--- config.mk ---
export PLATFORM = sky130hd
export DESIGN_NAME = edge_list_to_csr_indexer
export DESIGN_NICKNAME = d
export VERILOG_FILES = /design/src/design/el2csr_pkg.sv /design/src/design/edge_list_to_csr_indexer.sv
export SDC_FILE = /design/constraint.sdc
export NUM_CORES = 2
export LEC_CHECK = 0
export BUFFER_PORTS_ARGS = -buffer_cell sky130_fd_sc_hd__buf_2
export CAP_MARGIN = 20
export CORE_MARGIN = 4
export CORE_UTILIZATION = 60
export CTS_CLUSTER_SIZE = 14
export DETAILED_ROUTE_END_ITERATION = 7
export PLACE_DENSITY = 0.91
export REMOVE_ABC_BUFFERS = 1
export SYNTH_ARGS = -nofsm -noshare
export SYNTH_HDL_FRONTEND = slang
export SYNTH_SLANG_ARGS = --single-unit
--- constraint.sdc ---
create_clock -name clk -period 32.2 [get_ports clk]
set_input_delay 6.44 -clock clk [delete_from_list [all_inputs] [get_ports clk]]
set_output_delay 6.44 -clock clk [all_outputs]
set_load 0.05 [all_outputs]
--- src/design/el2csr_pkg.sv ---
`timescale 1ns / 1ps
// ----------------------------------------------------------------------------
// el2csr_pkg: shared constants for the edge list to CSR row index builder
// Default widths and the bit positions of the result flags in tuser.
// ----------------------------------------------------------------------------
package el2csr_pkg;

  localparam int VERTEX_BITS_DEF     = 32;
  localparam int EDGE_COUNT_BITS_DEF = 40;

  localparam int USER_BITS      = 2;
  localparam int USER_INDEX_BIT = 0;
  localparam int USER_ERROR_BIT = 1;

endpackage

--- src/design/edge_list_to_csr_indexer.sv ---
`timescale 1ns / 1ps
// ----------------------------------------------------------------------------
// edge_list_to_csr_indexer: CSR row index builder for a source-sorted edge stream
// Each accepted input beat yields one registered result beat.
// Throughput: one edge per cycle while s_tready is high; the running state (last source,
//   edge count, run start, id range, peak degree, gap total) updates on each accepted beat.
// A two-entry output buffer (result register plus skid register) keeps the
//   input side ready while one result waits downstream.
// Reset clears all running state; the lowest id returns to all ones.
// ----------------------------------------------------------------------------
module edge_list_to_csr_indexer
  import el2csr_pkg::*;
#(
  parameter int VERTEX_BITS     = VERTEX_BITS_DEF,
  parameter int EDGE_COUNT_BITS = EDGE_COUNT_BITS_DEF,
  localparam int IN_W  = ((2 * VERTEX_BITS + 7) / 8) * 8,
  localparam int RAW_W = 6 * VERTEX_BITS + 3 * EDGE_COUNT_BITS,
  localparam int OUT_W = ((RAW_W + 7) / 8) * 8
) (
  input  logic                 clk,
  input  logic                 rst,
  input  logic                 s_tvalid,
  output logic                 s_tready,
  // src_vertex, dst_vertex
  input  logic [IN_W-1:0]      s_tdata,
  output logic                 m_tvalid,
  input  logic                 m_tready,
  // edge_position, edge_src, edge_dst, index_vertex, index_offset,
  // min_id, max_id, max_out_degree, gap_sum
  output logic [OUT_W-1:0]     m_tdata,
  // index_valid, order_error
  output logic [USER_BITS-1:0] m_tuser
);

  localparam int VB = VERTEX_BITS;
  localparam int EB = EDGE_COUNT_BITS;

  logic [VB-1:0] last_source, last_source_next;
  logic [EB-1:0] edge_count, edge_count_next;
  logic [EB-1:0] run_start, run_start_next;
  logic [VB-1:0] lowest_id, lowest_id_next;
  logic [VB-1:0] highest_id, highest_id_next;
  logic [EB-1:0] degree_peak, degree_peak_next;
  logic [VB-1:0] gap_total, gap_total_next;
  logic          error_seen, error_seen_next;

  logic [VB-1:0] src, dst;
  logic          bad, change;
  logic [EB-1:0] run_len;
  logic [EB-1:0] pos;
  logic [VB-1:0] osrc, odst, ivert;
  logic [EB-1:0] ioff;
  logic          ivalid;
  logic [RAW_W-1:0]     res_raw;
  logic [OUT_W-1:0]     res_data;
  logic [USER_BITS-1:0] res_user;

  logic                 skid_valid;
  logic [OUT_W-1:0]     skid_data;
  logic [USER_BITS-1:0] skid_user;
  logic                 in_fire;

  assign src     = s_tdata[VB-1:0];
  assign dst     = s_tdata[2*VB-1:VB];
  assign in_fire = s_tvalid && s_tready;
  assign s_tready = !skid_valid;

  assign bad     = error_seen || (src < last_source);
  assign change  = (src != last_source);
  assign run_len = edge_count - run_start;

  always_comb begin
    last_source_next = last_source;
    edge_count_next  = edge_count;
    run_start_next   = run_start;
    lowest_id_next   = lowest_id;
    highest_id_next  = highest_id;
    degree_peak_next = degree_peak;
    gap_total_next   = gap_total;
    error_seen_next  = error_seen;
    pos    = '0;
    osrc   = '0;
    odst   = '0;
    ivalid = 1'b0;
    ivert  = '0;
    ioff   = '0;
    if (bad) begin
      error_seen_next = 1'b1;
    end else begin
      if ((src < dst ? src : dst) < lowest_id) begin
        lowest_id_next = (src < dst) ? src : dst;
      end
      if ((src > dst ? src : dst) > highest_id) begin
        highest_id_next = (src > dst) ? src : dst;
      end
      pos  = edge_count;
      osrc = src;
      odst = dst;
      if (change) begin
        if (run_len > degree_peak) begin
          degree_peak_next = run_len;
        end
        run_start_next = edge_count;
        ivalid = 1'b1;
        ivert  = src;
        ioff   = edge_count;
        if (src != last_source + VB'(1)) begin
          gap_total_next = gap_total + (src - last_source);
        end
        last_source_next = src;
      end
      edge_count_next = edge_count + EB'(1);
    end
  end

  assign res_raw  = {gap_total_next, degree_peak_next, highest_id_next, lowest_id_next,
                     ioff, ivert, odst, osrc, pos};
  assign res_data = OUT_W'(res_raw);

  always_comb begin
    res_user = '0;
    res_user[USER_INDEX_BIT] = ivalid;
    res_user[USER_ERROR_BIT] = error_seen_next;
  end

  always_ff @(posedge clk) begin
    if (rst) begin
      last_source <= '0;
      edge_count  <= '0;
      run_start   <= '0;
      lowest_id   <= '1;
      highest_id  <= '0;
      degree_peak <= '0;
      gap_total   <= '0;
      error_seen  <= 1'b0;
    end else if (in_fire) begin
      last_source <= last_source_next;
      edge_count  <= edge_count_next;
      run_start   <= run_start_next;
      lowest_id   <= lowest_id_next;
      highest_id  <= highest_id_next;
      degree_peak <= degree_peak_next;
      gap_total   <= gap_total_next;
      error_seen  <= error_seen_next;
    end
  end

  // output register with skid stage
  always_ff @(posedge clk) begin
    if (rst) begin
      m_tvalid   <= 1'b0;
      skid_valid <= 1'b0;
    end else begin
      if (!m_tvalid || m_tready) begin
        if (skid_valid) begin
          m_tvalid   <= 1'b1;
          skid_valid <= in_fire;
        end else begin
          m_tvalid <= in_fire;
        end
      end else if (in_fire) begin
        skid_valid <= 1'b1;
      end
    end
  end

  always_ff @(posedge clk) begin
    if (!m_tvalid || m_tready) begin
      if (skid_valid) begin
        m_tdata <= skid_data;
        m_tuser <= skid_user;
      end else if (in_fire) begin
        m_tdata <= res_data;
        m_tuser <= res_user;
      end
    end
    if (in_fire && !(!skid_valid && (!m_tvalid || m_tready))) begin
      skid_data <= res_data;
      skid_user <= res_user;
    end
  end

  a_skid_behind_out : assert property (@(posedge clk) disable iff (rst)
    skid_valid |-> m_tvalid)
    else $error("skid entry held without a pending result");

  a_error_sticky : assert property (@(posedge clk) disable iff (rst)
    error_seen |=> error_seen)
    else $error("order error cleared without reset");

  a_index_at_position : assert property (@(posedge clk) disable iff (rst)
    (m_tvalid && m_tuser[USER_INDEX_BIT]) |->
      (m_tdata[2*EB+3*VB-1:EB+3*VB] == m_tdata[EB-1:0]))
    else $error("index offset differs from edge position");

  a_error_no_index : assert property (@(posedge clk) disable iff (rst)
    (m_tvalid && m_tuser[USER_ERROR_BIT]) |->
      (!m_tuser[USER_INDEX_BIT] && m_tdata[EB-1:0] == '0))
    else $error("flagged beat carries edge data");

endmodule
==> impl_metrics.yaml <==
detailed_routing:
  wl_um: 123000
  drtPass1Iterations: 8
  route.vias.total: 33900
  final_antenna_net_count: 0
  drt_iter0_drc: 3808
  wl_per_cell_um: 22.4
  remaining_drc_errors: 0
  vias_per_cell: 6.16
finish:
  final_cells: 5506
  final_area_um2: 50800
  syn_to_final_growth_pct: 12.7
  final.fill_count: 5129
  finish.utilization_pct: 68.3
  final_nets: 4796
  drive_gt1_share_pct: 19.5
global_route:
  track_usage_pct: 30.2
  grt_pass1_vias: 33000
  grt_pass1_wl_um: 188000
  antenna_found_initial: 7
  overflow: 0
  grt_max_degree: 106
worst_setup_path:
  worstPathCellList: "buf_2, ha_1, a21o_1, a21o_1, a221oi_1, o211ai_1, a21oi_4, buf_4, a21o_2, buf_4, nand2_1, o21ai_0, ha_1, a21o_1, a21o_1, a21oi_1, nor3b_1, nor2_1, o21ai_0, a221o_1, nand3_1, buf_4, mux2_2, mux2_2"
  cp.required_ns: 32.59
  critPathMaxStageDelay_ns: 0.71
  path_class: "in2reg"
  cp-end-kind: "flip-flop"
  path_common_cell: "a21o_1"
  crit_arrival_ns: 13.14
  cp_slowest_cell: "nand3_1"
  cp-start-kind: "input pin"
  path_max_fanout: 65
min_path:
  min_path_type: "reg2reg"
logic_synthesis:
  yosysTopAreaCell: "edfxtp_1"
  synth_top_flop_cell: "edfxtp_1"
  synth_top_cells_by_area: "edfxtp_1 (42%), dfxtp_1 (11%), ha_1 (6.7%)"
  syn-instance-count: 4151
  yosysWarnings: 0
  yosysSeqAreaShare_pct: 52.9
  netlist_area_um2: 45100
  async_flop_share_pct: 0
  ys_ff_latch: 879
  avgSynthCellArea_um2: 10.9
  yosysTopAreaCellShare_pct: 41.8
  ys_types: 79
  synth-edff-count: 628
timing:
  fin_crit_ns: 12.74
  finalSetupViolations: 0
  max_freq_mhz: 78.5
  tightest_slew_ns: 1.13
  finalSetupTns_ns: 0
  drv_slew: 0
  hold_violations: 0
  post-route-period-util_pct: 39.6
  max-slew-margin-rel_pct: 24.8
  rsz0062_at_grt: "false"
  skew_ns: 0.0380
place:
  dpl-instance-area_um2: 47800
  dp_cells: 5332
  hpwlAfterDp_um: 83500
  finalWeightedCongestion: 0.963
  numPortBuffers: 383
run:
  cap_viol_max_count: 0
floorplan:
  core_area_um2: 74400
  die_h_um: 282
  initial_core_util_pct: 60.6
  ios: 384
  die_w_um: 282
  dieArea_um2: 79600
  rows: 100
pwr:
  clkPwrFrac_pct: 28.6
  power.density_nw_per_um2: 73.6
  vdd_drop_max_mv: 0.0524
  power_mw: 3.74
  p_seq_share_pct: 38.5
  netSwitchingFraction_pct: 35.0
  share_comb_of_total_power_pct: 33.0
  p_switching_mw: 1.31
  p_int_mw: 2.43
  p_leak_nw: 20.3
clocking:
  cts_sinks: 879
  postCtsResizedCells: 0
  cts_buffers: 89
  clockBufferDepth: 3
  htree_levels: 3
  clockRootBuffer: "clkbuf_16"
  cts_tree: "yes"
  cts_setup_buffers: 0
  clk_latency_ns: 0.67
  cts.clk_slew.worst_paths_ns: 0.06
  holdBufCountCts: 0
status:
  outcome: "finished, final reports clean"
[power groups by stage]
stage	registers, mW	clock network [mW]	logic [mW]
floorplan	1.65	0	0.701
global placement	1.46	0	1.15
detailed placement	1.46	0	1.20
CTS	1.44	1.08	1.21
global route	1.45	1.13	1.33
finish	1.44	1.07	1.23
[state kept, by name, indices dropped and copies added (netlist names), 2 cells and up]
register,count
last_source,32
gap_total,32
m_tdata,312
edge_count,40
skid_data,312
run_start,40
highest_id,32
degree_peak,40
m_tuser,2
lowest_id,32
skid_user,2
[worst paths after layout]
path                       from           end  slack, ns  cells past startpoint
setup reg to reg  edge_count[0]  m_tdata[241]      24.48                     24
hold / removal     run_start[2]  run_start[2]       0.45                      2
setup / recovery     s_tdata[9]  m_tdata[222]      19.46                     24
hold reg to reg    run_start[2]  run_start[2]       0.45                      2
[worst max-delay path: cells and delay by family]
| kind | cells | cell delay, ns |
|---|---|---|
| muxes | 2 | 0.66 |
| adders and majority gates | 2 | 0.66 |
| and+or+nand+nor | 4 | 1.24 |
| buffers and inverters | 4 | 1.65 |
| AOI/OAI and AO/OA | 12 | 2.45 |
[area by class of cell]
cell class / instances / area [um2] / area share [%]
timing repair buffer: 415 / 2200 / 4.32
multi-input combinational: 2703 / 19100 / 37.6
antenna: 5 / 12.5 / 0.0246
clock buffer: 119 / 2450 / 4.83
inverter: 368 / 1390 / 2.74
clock inverter: 48 / 563 / 1.11
tap: 969 / 1210 / 2.38
sequential: 879 / 23900 / 47.0
[cell families after synthesis]
| family | after synthesis | synth area share (%) |
|---|---|---|
| flip-flops | 879 | 52.9 |
| AO/OA/AOI/OAI | 769 | 10.7 |
| multiplexers | 367 | 9.41 |
| XOR/XNOR | 119 | 2.31 |
| adder cells (fa/ha/maj) | 272 | 8.08 |
| buffers and inverters | 569 | 4.85 |
| AND/OR/NAND/NOR | 1176 | 11.7 |
[cells in the final DEF (no fill, tap or decap), drive strengths merged, types with 62 or more instances in the layout]
cell,instances
inv,369
a21o,65
a21oi,236
buf,414
mux2i,67
mux2,300
ha,240
o31ai,123
edfxtp,628
nor3,62
dfxtp,251
o21ai,173
and2,69
clkbuf,120
nand2,450
nor2,362
xnor2,82
[Yosys cell counts, types with 30 or more instances]
| library cell | n |
|---|---|
| inv_1 | 363 |
| a21o_1 | 65 |
| and2_1 | 69 |
| or3_1 | 30 |
| o21ai_0 | 171 |
| xor2_1 | 37 |
| clkbuf_1 | 172 |
| fa_1 | 32 |
| mux2_2 | 248 |
| nand2_1 | 449 |
| nor2_1 | 361 |
| mux2_4 | 52 |
| nor3_1 | 62 |
| mux2i_1 | 67 |
| nand3_1 | 46 |
| nand4_1 | 52 |
| a21oi_1 | 236 |
| a211oi_1 | 57 |
| ha_1 | 240 |
| o31ai_1 | 123 |
| xnor2_1 | 82 |
| dfxtp_1 | 251 |
| edfxtp_1 | 628 |
[routing by layer]
| metal | up-vias | wire, um | GRT usage [%] |
|---|---|---|---|
| met5 | - | 23 | 0 |
| met4 | 4 | 6070 | 14.3 |
| met3 | 356 | 10500 | 4.55 |
| met2 | 1836 | 57700 | 48.7 |
| met1 | 16300 | 49000 | 40.6 |
| li1 | 15400 | - | - |
[per-stage QoR]
step                      hold WS [ns]  worst slack [ns]
after floorplan                  0.430             11.45
after global placement           0.441             19.06
after detailed placement         0.446             19.05
after CTS                        0.454             19.69
after global routing             0.465             19.15
final                            0.455             19.46
Power figures use the tool's default switching activity.
